<file path="src/q15_float_format_converter_macros.svh">
// Assertion macros for the q15 / float32 converter
`ifndef Q15_FLOAT_FORMAT_CONVERTER_MACROS_SVH
`define Q15_FLOAT_FORMAT_CONVERTER_MACROS_SVH
`ifndef SYNTH
// condition a implies condition b in the same cycle
`define Q15F_ASSERT_IMPL(lbl, a, b) \
    lbl: assert property (@(posedge clk) disable iff (!rst_n) (a) |-> (b)) \
        else $error("q15f: check failed");
// condition a implies condition b in the next cycle
`define Q15F_ASSERT_NEXT(lbl, a, b) \
    lbl: assert property (@(posedge clk) disable iff (!rst_n) (a) |=> (b)) \
        else $error("q15f: check failed");
`else
`define Q15F_ASSERT_IMPL(lbl, a, b)
`define Q15F_ASSERT_NEXT(lbl, a, b)
`endif
`endif

</file>
<file path="src/q15f_pkg.sv">
package q15f_pkg;

    // scale 33000 and floor(2^41 / 33000) for the reciprocal divide
    localparam logic [15:0] SCALE       = 16'd33000;
    localparam logic [25:0] RECIP       = 26'd66637068;
    localparam logic [7:0]  EXP_MAX     = 8'hFF;

    // decoded word
    typedef struct packed {
        logic        dir;
        logic        sign;
        logic        q_zero;
        logic [15:0] q_norm;
        logic [3:0]  q_shift;
        logic        f_nan;
        logic        f_inf;
        logic        f_tiny;
        logic [7:0]  f_exp;
        logic [23:0] f_man;
    } s1_t;

    // products
    typedef struct packed {
        logic        dir;
        logic        sign;
        logic        q_zero;
        logic [15:0] q_norm;
        logic [3:0]  q_shift;
        logic [41:0] q_prod;
        logic        f_nan;
        logic        f_inf;
        logic        f_tiny;
        logic [7:0]  f_exp;
        logic [39:0] f_prod;
    } s2_t;

    // corrected quotient / rounded product
    typedef struct packed {
        logic        dir;
        logic        sign;
        logic        q_zero;
        logic [3:0]  q_shift;
        logic [25:0] q_quot;
        logic        q_sticky;
        logic        f_nan;
        logic        f_inf;
        logic        f_tiny;
        logic [24:0] f_mant;
        logic [9:0]  f_sh;
    } s3_t;

    // result word
    typedef struct packed {
        logic        dir;
        logic [31:0] sample;
        logic        flag;
    } res_t;

endpackage

</file>
<file path="src/q15f_decode.sv">
module q15f_decode
(
    input  logic             clk,
    input  logic             en,
    input  logic             dir,
    input  logic [31:0]      sample_in,
    output q15f_pkg::s1_t    s1_reg
);
    import q15f_pkg::*;

    s1_t         s1_next;
    logic [15:0] mag;
    logic [3:0]  lz;

    // magnitude of the q15 sample and its leading zero count
    always_comb
    begin
        mag = sample_in[15] ? 16'(~sample_in[15:0] + 16'd1) : sample_in[15:0];
        lz  = 4'd0;
        for (int i = 0; i < 16; i++)
        begin
            if (mag[i])
            begin
                lz = 4'(15 - i);
            end
        end
    end

    // field split for both directions
    always_comb
    begin
        s1_next.dir     = dir;
        s1_next.sign    = dir ? sample_in[31] : sample_in[15];
        s1_next.q_zero  = (mag == 16'd0);
        s1_next.q_norm  = mag << lz;
        s1_next.q_shift = lz;
        s1_next.f_exp   = sample_in[30:23];
        s1_next.f_man   = {1'b1, sample_in[22:0]};
        s1_next.f_nan   = (sample_in[30:23] == EXP_MAX) && (sample_in[22:0] != 23'd0);
        s1_next.f_inf   = (sample_in[30:23] == EXP_MAX) && (sample_in[22:0] == 23'd0);
        s1_next.f_tiny  = (sample_in[30:23] == 8'd0);
    end

    always_ff @(posedge clk)
    begin
        if (en)
        begin
            s1_reg <= s1_next;
        end
    end

endmodule

</file>
<file path="src/q15f_mult.sv">
module q15f_mult
(
    input  logic             clk,
    input  logic             en,
    input  q15f_pkg::s1_t    s1,
    output q15f_pkg::s2_t    s2_reg
);
    import q15f_pkg::*;

    s2_t s2_next;

    // reciprocal product for the divide, scale product for the multiply
    always_comb
    begin
        s2_next.dir     = s1.dir;
        s2_next.sign    = s1.sign;
        s2_next.q_zero  = s1.q_zero;
        s2_next.q_norm  = s1.q_norm;
        s2_next.q_shift = s1.q_shift;
        s2_next.q_prod  = 42'(s1.q_norm) * 42'(RECIP);
        s2_next.f_nan   = s1.f_nan;
        s2_next.f_inf   = s1.f_inf;
        s2_next.f_tiny  = s1.f_tiny;
        s2_next.f_exp   = s1.f_exp;
        s2_next.f_prod  = 40'(s1.f_man) * 40'(SCALE);
    end

    always_ff @(posedge clk)
    begin
        if (en)
        begin
            s2_reg <= s2_next;
        end
    end

endmodule

</file>
<file path="src/q15f_correct.sv">
module q15f_correct
(
    input  logic             clk,
    input  logic             en,
    input  q15f_pkg::s2_t    s2,
    output q15f_pkg::s3_t    s3_reg
);
    import q15f_pkg::*;

    s3_t         s3_next;
    logic [25:0] q0;
    logic [41:0] back;
    logic [17:0] rem;
    logic [17:0] rem_fix;
    logic        bump;
    logic        top;
    logic [23:0] m;
    logic        g;
    logic        st;
    logic        rnd;

    // quotient estimate is low by at most one; fix with the remainder
    always_comb
    begin
        q0      = s2.q_prod[41:16];
        back    = 42'(q0) * 42'(SCALE);
        rem     = 18'({1'b0, s2.q_norm, 25'd0} - back);
        bump    = (rem >= 18'(SCALE));
        rem_fix = bump ? 18'(rem - 18'(SCALE)) : rem;
    end

    // round the scaled float to 24 significant bits, nearest even
    always_comb
    begin
        top = s2.f_prod[39];
        if (top)
        begin
            m  = s2.f_prod[39:16];
            g  = s2.f_prod[15];
            st = |s2.f_prod[14:0];
        end
        else
        begin
            m  = s2.f_prod[38:15];
            g  = s2.f_prod[14];
            st = |s2.f_prod[13:0];
        end
        rnd = g & (st | m[0]);
    end

    always_comb
    begin
        s3_next.dir      = s2.dir;
        s3_next.sign     = s2.sign;
        s3_next.q_zero   = s2.q_zero;
        s3_next.q_shift  = s2.q_shift;
        s3_next.q_quot   = q0 + 26'(bump);
        s3_next.q_sticky = (rem_fix != 18'd0);
        s3_next.f_nan    = s2.f_nan;
        s3_next.f_inf    = s2.f_inf;
        s3_next.f_tiny   = s2.f_tiny;
        s3_next.f_mant   = 25'(m) + 25'(rnd);
        s3_next.f_sh     = 10'({2'b00, s2.f_exp}) - 10'd134 - 10'(!top);
    end

    always_ff @(posedge clk)
    begin
        if (en)
        begin
            s3_reg <= s3_next;
        end
    end

endmodule

</file>
<file path="src/q15f_pack.sv">
module q15f_pack
(
    input  logic             clk,
    input  logic             en,
    input  q15f_pkg::s3_t    s3,
    output q15f_pkg::res_t   res_reg
);
    import q15f_pkg::*;

    res_t        res_next;
    logic        top;
    logic [23:0] mant;
    logic        g;
    logic        st;
    logic [24:0] mr;
    logic [7:0]  fexp;
    logic [31:0] fword;
    logic [7:0]  amt;
    logic [24:0] ipart;
    logic [31:0] qword;
    logic        qflag;

    // float packing of the quotient, nearest even
    always_comb
    begin
        top = s3.q_quot[25];
        if (top)
        begin
            mant = s3.q_quot[25:2];
            g    = s3.q_quot[1];
            st   = s3.q_quot[0] | s3.q_sticky;
        end
        else
        begin
            mant = s3.q_quot[24:1];
            g    = s3.q_quot[0];
            st   = s3.q_sticky;
        end
        mr   = 25'(mant) + 25'(g & (st | mant[0]));
        fexp = 8'd127 - 8'(s3.q_shift) - 8'(!top) + 8'(mr[24]);
        if (s3.q_zero)
        begin
            fword = 32'd0;
        end
        else
        begin
            fword = {s3.sign, fexp, (mr[24] ? 23'd0 : mr[22:0])};
        end
    end

    // truncate toward zero and saturate
    always_comb
    begin
        amt   = 8'(-s3.f_sh);
        ipart = s3.f_mant >> amt;
        qword = 32'd0;
        qflag = 1'b0;
        if (s3.f_nan)
        begin
            qflag = 1'b1;
        end
        else if (s3.f_tiny)
        begin
            qword = 32'd0;
        end
        else if (s3.f_inf || !s3.f_sh[9])
        begin
            qword = s3.sign ? 32'h0000_8000 : 32'h0000_7FFF;
            qflag = 1'b1;
        end
        else if (!s3.sign && ipart >= 25'd32768)
        begin
            qword = 32'h0000_7FFF;
            qflag = 1'b1;
        end
        else if (s3.sign && ipart >= 25'd32769)
        begin
            qword = 32'h0000_8000;
            qflag = 1'b1;
        end
        else
        begin
            qword = {16'd0, (s3.sign ? 16'(~ipart[15:0] + 16'd1) : ipart[15:0])};
        end
    end

    always_comb
    begin
        res_next.dir    = s3.dir;
        res_next.sample = s3.dir ? qword : fword;
        res_next.flag   = s3.dir ? qflag : 1'b0;
    end

    always_ff @(posedge clk)
    begin
        if (en)
        begin
            res_reg <= res_next;
        end
    end

endmodule

</file>
<file path="src/q15_float_format_converter.sv">
// Pipeline: four register stages (decode, multiply, correct, pack); out_valid
// rises once the accepted word has reached the pack stage register.
// Throughput: one word per cycle while out_ready is high; a full stage holds only
// while the stage after it is full and held, so bubbles close up.
// Reset: rst_n clears all valid bits and sets the direction register dir_reg to 0
// (q15 to float32); the payload registers are not reset.
`include "q15_float_format_converter_macros.svh"
module q15_float_format_converter
(
    input  logic        clk,
    input  logic        rst_n,
    input  logic        cfg_valid,
    output logic        cfg_ready,
    input  logic        conversion_direction,
    input  logic        in_valid,
    output logic        in_ready,
    input  logic [31:0] sample_in,
    output logic        out_valid,
    input  logic        out_ready,
    output logic [31:0] sample_out,
    output logic        out_of_range
);
    import q15f_pkg::*;

    logic       dir_reg;
    logic [3:0] v_reg;
    logic [3:0] v_next;
    logic [3:0] en;
    s1_t        s1;
    s2_t        s2;
    s3_t        s3;
    res_t       res;

    // direction register
    assign cfg_ready = 1'b1;

    always_ff @(posedge clk or negedge rst_n)
    begin
        if (!rst_n)
        begin
            dir_reg <= 1'b0;
        end
        else if (cfg_valid)
        begin
            dir_reg <= conversion_direction;
        end
    end

    // per-stage enables: a stage loads when empty or when its word moves on
    assign en[3]    = !v_reg[3] || out_ready;
    assign en[2]    = !v_reg[2] || en[3];
    assign en[1]    = !v_reg[1] || en[2];
    assign en[0]    = !v_reg[0] || en[1];
    assign in_ready = en[0];

    always_comb
    begin
        v_next = v_reg;
        if (en[0]) v_next[0] = in_valid;
        if (en[1]) v_next[1] = v_reg[0];
        if (en[2]) v_next[2] = v_reg[1];
        if (en[3]) v_next[3] = v_reg[2];
    end

    always_ff @(posedge clk or negedge rst_n)
    begin
        if (!rst_n)
        begin
            v_reg <= 4'd0;
        end
        else
        begin
            v_reg <= v_next;
        end
    end

    q15f_decode u_decode
    (
        .clk       (clk),
        .en        (en[0]),
        .dir       (dir_reg),
        .sample_in (sample_in),
        .s1_reg    (s1)
    );

    q15f_mult u_mult
    (
        .clk    (clk),
        .en     (en[1]),
        .s1     (s1),
        .s2_reg (s2)
    );

    q15f_correct u_correct
    (
        .clk    (clk),
        .en     (en[2]),
        .s2     (s2),
        .s3_reg (s3)
    );

    q15f_pack u_pack
    (
        .clk     (clk),
        .en      (en[3]),
        .s3      (s3),
        .res_reg (res)
    );

    assign out_valid    = v_reg[3];
    assign sample_out   = res.sample;
    assign out_of_range = res.flag;

    // checks
    `Q15F_ASSERT_IMPL(a_empty_ready, !v_reg[3], in_ready)
    `Q15F_ASSERT_IMPL(a_q2f_noflag, out_valid && !res.dir, !out_of_range)
    `Q15F_ASSERT_IMPL(a_f2q_upper, out_valid && res.dir, sample_out[31:16] == 16'd0)
    `Q15F_ASSERT_IMPL(a_flag_value, out_valid && out_of_range,
        sample_out == 32'h0000_7FFF || sample_out == 32'h0000_8000 || sample_out == 32'd0)
    `Q15F_ASSERT_NEXT(a_feed, in_valid && in_ready, v_reg[0])

endmodule

</file>
<file path="config.mk">
export PLATFORM = sky130hd
export DESIGN_NAME = q15_float_format_converter
export DESIGN_NICKNAME = d
export VERILOG_FILES = /design/src/q15f_pkg.sv /design/src/q15f_decode.sv /design/src/q15f_mult.sv /design/src/q15f_correct.sv /design/src/q15f_pack.sv /design/src/q15_float_format_converter.sv
export VERILOG_INCLUDE_DIRS = /design/src /design/src/src
export SDC_FILE = /design/constraint.sdc
export NUM_CORES = 1
export LEC_CHECK = 0
export BUFFER_PORTS_ARGS = -buffer_cell sky130_fd_sc_hd__buf_4
export CORE_ASPECT_RATIO = 0.9
export CORE_UTILIZATION = 45
export DETAILED_ROUTE_END_ITERATION = 16
export HOLD_SLACK_MARGIN = 0.02
export PLACE_DENSITY = 0.71
export SLEW_MARGIN = 5
export SYNTH_ARGS = -nofsm -noshare
export SYNTH_HDL_FRONTEND = slang
export SYNTH_SLANG_ARGS = --single-unit
</file>
<file path="constraint.sdc">
create_clock -name clk -period 9.93 [get_ports clk]
set_input_delay 1.4895 -clock clk [delete_from_list [all_inputs] [get_ports clk]]
set_output_delay 1.4895 -clock clk [all_outputs]
set_load 0.05 [all_outputs]
</file>
### Word-level counts from Yosys, hierarchy flattened

Cells that the tools add are included.

| storage, ports and cells | value |
|---|---|
| word-level logic and storage cells | 131 |
| latch bits | 0 |
| bits in writable memories | 0 |
| memories kept | 0 |
| ROM bits | 0 |
| flip-flop bits (word level) | 262 |
| output and inout port bits | 36 |
| bits of input ports | 38 |

| operators by class | value |
|---|---|
| order comparisons | 3 |
| multiplexer cells | 40 |
| shift operators | 2 |
| eq/ne operators | 1 |
| reductions and logical operators | 24 |
| div/mod/pow operators | 0 |
| bitwise gates (word level) | 7 |
| $add $sub $neg | 13 |
| multipliers | 3 |

Operators with widths:

| kind | count |
|---|---|
| two-way mux 32 bit | 6 |
| two-way mux 16 bit | 4 |
| two-way mux 4 bit | 16 |
| >= comparator 25 x 16 -> 1 bit (second input constant) | 2 |
| two-way mux 24 bit | 2 |
| multiplier 16 x 24 -> 40 bit (second input constant) | 1 |
| multiplier 24 x 13 -> 37 bit (second input constant) | 1 |
| adder 16 x 1 -> 16 bit (second input constant) | 2 |
| NOT 16 bit | 2 |
| adder 26 x 1 -> 26 bit | 1 |
| multiplier 26 x 13 -> 15 bit (second input constant) | 1 |
| adder 24 x 1 -> 25 bit | 1 |
| adder 24 x 25 -> 25 bit | 1 |
| AND 1 x 25 -> 25 bit | 1 |
| right shift 25 x 8 -> 25 bit | 1 |
| logical NOT 23 bit | 1 |
| two-way mux 23 bit | 1 |
| nonzero test 23 bit | 1 |
| >= comparator 18 x 16 -> 1 bit (second input constant) | 1 |
| two-way mux 18 bit | 1 |
| nonzero test 18 bit | 1 |
| subtractor 1 x 18 -> 18 bit (first input constant) | 1 |
| subtractor 18 x 16 -> 18 bit (second input constant) | 1 |
| logical NOT 16 bit | 1 |
| 17 further kinds | 42 |

### Depth between registers and ports, before layout

| depth | value |
|---|---|
| depth after elaboration | 20 |
| depth in mapped cells | 30 |
| depth with buffers taken out | 29 |

### Modules after synthesis

From an unflattened synthesis, not the netlist that was laid out.

| second synthesis, totals | value |
|---|---|
| cells, all modules | 2919 |
| area total of the unflattened synthesis | 29259.3 um^2 |

By module, submodules not included:

| module | cells each | area each (um^2) | times used | sequential area each (um^2) |
|---|---|---|---|---|
| q15f_mult | 1351 | 14281.2 | 1 | 3303.2 |
| q15f_correct | 629 | 6239.7 | 1 | 2162.1 |
| q15f_pack | 598 | 5003.5 | 1 | 1021.0 |
| q15f_decode | 324 | 3518.4 | 1 | 1711.6 |
| q15_float_format_converter | 17 | 216.5 | 1 | 125.1 |

### Worst setup path after synthesis

OpenSTA, ideal clock, no wires.

| timing path | value |
|---|---|
| path type | register -> register |
| start point | reg u_mult.s2_reg[68] in the netlist's numbering |
| end point | reg u_correct.s3_reg[60] in the netlist's numbering (data pin) |
| arrival time | 6.216 ns |
| path slack | 3.457 ns |
| required time | 9.672 ns |
| stages on the path, launching flop included | 28 |
| clock period less this slack | 6.473 ns |
| library setup time | 0.258 ns |
| buffers on the path | 0 |
| cells stage by stage | edfxtp_1 > ha_1 > fa_1 > ha_1 > ha_1 > inv_1 > fa_1 > inv_1 > ha_1 > inv_1 > fa_1 > xnor2_1 > a31oi_1 > o211ai_1 > a2111oi_1 > nor3b_1 > xnor2_1 > nand3_1 > ha_1 > nand2_1 > nor2_1 > nand2_1 > nor2_1 > nand3_1 > nor3_1 > and3_1 > nand3_1 > xnor2_1 |

RTL lines:

| what | line | RTL |
|---|---|---|
| start: declaration | q15f_mult.sv:6 | `output q15f_pkg::s2_t s2_reg` |
| start signal: assignment | q15f_mult.sv:32 | `s2_reg <= s2_next;` |
| end signal: assignment | q15f_correct.sv:70 | `s3_reg <= s3_next;` |
| end: declaration | q15f_correct.sv:6 | `output q15f_pkg::s3_t s3_reg` |

==> results.py <==
metrics = {
    "detailed_routing": {
        "drc": 0,
        "wl_per_cell_um": 17.4,
        "wl_met2_um": 26800,
        "viasPerCell": 5.43,
        "wl_met3_um": 3190,
        "met1Wirelength_um": 29300,
        "ant_nets": 0,
        "drt-total-wl_um": 60500,
        "drtIter0Drc": 1238,
        "route.vias.total": 18900,
        "routed.top_layer": "met4",
        "drtPass1Iterations": 7,
    },
    "clock_network": {
        "cts_buffers": 27,
        "cts_resized": 0,
        "clkTransAtPathRegs_ps": 60,
        "cts_hold_buf": 0,
        "clk_latency_ps": 560,
        "cts_tree": "built",
        "cts-root-buf": "clkbuf_16",
        "ctsLongestPathBuffers": 3,
        "post_cts_buffers": 0,
        "h-tree-depth": 1,
        "cts_num_sinks": 247,
    },
    "yosys": {
        "synthFlopType": "edfxtp_1",
        "synth_edf_count": 242,
        "synth_warnings": 0,
        "syn_area_um2": 26700,
        "synth-seq-cells": 247,
        "syn-num-nets": 3203,
        "synth.avg_cell_area_um2": 10.1,
        "netlist_instances": 2638,
        "yosysUniqueCellTypes": 106,
        "synth_seq_area_share_pct": 27.7,
        "async_flop_share_pct": 2.02,
    },
    "grt": {
        "antenna_found_initial": 0,
        "grt_pass1_vias": 18800,
        "grt.total_usage_pct": 20.5,
        "overflow": 0,
        "grt_pass1_wl_um": 99500,
        "grt_max_degree": 73,
    },
    "die": {
        "io_pins": 74,
        "fp.coreArea_um2": 58500,
        "die_area_um2": 60300,
        "die_y_um": 233,
        "die_w_um": 259,
        "fp-row-count": 84,
        "start_util_pct": 45.6,
    },
    "final_layout": {
        "antenna_cells": 0,
        "layout.cells.non_filler": 3476,
        "drive_above_1_share_pct": 8.14,
        "fillCellCount": 5237,
        "num-nets-final": 3249,
        "largest_reg_flops": 81,
        "seqCellArea_um2": 7390,
        "multi_input_area_um2": 17300,
        "area_growth_pct": 8.10,
    },
    "critical_path": {
        "cp-startpoint": "u_mult.s2_reg[68]",
        "worst_setup_path_end_kind": "register",
        "r2r_start": "u_mult.s2_reg[68]",
        "reg2reg_depth": 27,
        "cp-start-kind": "register",
        "worstPathRequired_ps": 10230,
        "rrSetupSlack_ps": 2470,
        "r2r_end": "u_correct.s3_reg[60]",
        "crit_path_max_fanout": 13,
        "crit_type": "register to register",
        "worstPathArrival_ps": 7760,
        "endpoint": "u_correct.s3_reg[60]",
    },
    "worst_hold_path": {
        "hold_start": "u_decode.s1_reg[34]",
        "hold_path.class": "register to register",
    },
    "status": {
        "outcome": "finished, final reports clean",
    },
    "timing": {
        "fin_worst_skew_ps": 24.8,
        "worst_slew_margin_rel_pct": 20.7,
        "finalCritPeriodShare_pct": 75.1,
        "hold_viol": 0,
        "holdWs_ps": 418,
        "rsz0062_at_grt": "false",
        "fmax_mhz": 134,
        "drv_slew": 0,
        "period_needed_ps": 7460,
        "final-setup-viol-count": 0,
        "setup_tns_ps": 0,
        "worst_slew_pin_slew_ps": 1180,
    },
    "place": {
        "io_buffer_count": 72,
        "dp_hpwl_um": 49600,
        "place_inst": 3429,
        "place.gp.congestion": 0.930,
    },
    "job": {
        "drv_cap": 0,
    },
}
==> per-layer routing <==
layer,global-route usage [%],vias to the layer above
met4,4.46,0
met1,29.5,9120
li1,-,9232
met2,32.4,468
met5,0,-
met3,3.07,69
==> per-stage QoR <==
stage | cell area [um2] | util [%] | setup slack [ps]
after global routing | 28800 | 49.3 | 1880
after CTS | 28800 | 49.3 | 2470
final | 28800 | 49.3 | 2470
after detailed placement | 28000 | 47.8 | 2490
after floorplan | 26700 | - | 3460
after global placement | 28000 | 47.8 | 2660
==> placed cells by master, fill, tap and decap left out, drive strengths merged, types with 18 or more instances in the layout <==
cell type	synthesis	routed
buf	29	85
nand2	140	140
fa	204	204
and3	26	26
and2	18	18
nor2	149	149
nor3	42	42
o21a	22	22
o21ai	72	72
nand3	65	65
nor2b	30	30
a21oi	109	109
or3	18	18
o31ai	21	21
edfxtp	242	242
xnor2	122	122
mux2	38	38
xor2	78	78
mux2i	68	68
inv	459	462
o221ai	20	20
a21o	28	28
ha	323	323
clkbuf	39	34
==> worst max-delay path, stage by stage, from the launching register on <==
cell and delay (ps):
edfxtp_1 580, ha_1 390, fa_1 410, ha_1 290, ha_1 270, inv_1 50
fa_1 460, inv_1 70, ha_1 180, inv_1 60, fa_1 430, xnor2_1 240
a31oi_1 330, o211ai_1 200, a2111oi_1 550, nor3b_1 310, xnor2_1 190, nand3_1 220
ha_1 280, nand2_1 110, nor2_1 200, nand2_1 120, nor2_1 220, nand3_1 180
nor3_1 310, and3_1 290, nand3_1 120, xnor2_1 140
==> worst min path at each step <==
stage          cells after the start  slack (ps)              endpoint
2_1_floorplan                      0         400  u_correct.s3_reg[35]
3_3_place_gp                       0         400  u_correct.s3_reg[66]
3_5_place_dp                       0         410  u_correct.s3_reg[65]
4_1_cts                            0         420  u_correct.s3_reg[65]
5_1_grt                            0         430  u_correct.s3_reg[67]
6_report                           0         420     u_mult.s2_reg[50]
==> cells by family after synthesis <==
logic type      count (synthesis)  share of synthesized area, %
fa+ha+maj                     528                          30.5
mux                           117                          5.13
flops                         247                          27.7
xor+xnor                      200                          6.62
other cells                     1                        0.0141
buf+inv                       527                          7.66
compound gates                418                          10.9
simple gates                  600                          11.4
==> synthesized netlist by cell type, types with 17 or more instances <==
| cell type | number | share of area [%] |
|---|---|---|
| mux2i_1 | 68 | 2.6 |
| nand3_1 | 65 | 1.2 |
| mux2_2 | 29 | 1.2 |
| nand4_1 | 17 | 0.40 |
| nand2b_1 | 17 | 0.40 |
| nor2b_1 | 30 | 0.70 |
| or3_1 | 18 | 0.42 |
| inv_1 | 457 | 6.4 |
| nor2_1 | 148 | 2.1 |
| o21a_1 | 22 | 0.62 |
| and3_1 | 26 | 0.61 |
| o221ai_1 | 20 | 0.66 |
| o31ai_1 | 20 | 0.56 |
| a211oi_1 | 17 | 0.48 |
| nor3_1 | 39 | 0.73 |
| a21oi_1 | 109 | 2.0 |
| fa_1 | 204 | 15 |
| and2_1 | 18 | 0.42 |
| ha_1 | 323 | 15 |
| xnor2_1 | 122 | 4.0 |
| o21ai_0 | 61 | 1.1 |
| a21o_1 | 28 | 0.79 |
| nand2_1 | 138 | 1.9 |
| edfxtp_1 | 242 | 27 |
| xor2_1 | 76 | 2.5 |
| clkbuf_1 | 39 | 0.55 |
| buf_2 | 18 | 0.34 |
==> layout make-up <==
| class | instances | area share (%) |
|---|---|---|
| clock buffer | 34 | 2.57 |
| clock inverter | 13 | 0.386 |
| inverter | 459 | 5.98 |
| multi-input combinational | 1864 | 59.9 |
| sequential | 247 | 25.6 |
| tap | 774 | 3.36 |
| timing repair buffer | 85 | 2.21 |
Power is left out: the tool's default activity adds up to more than one toggle a clock period on the data nets, which glitch-free logic cannot reach.
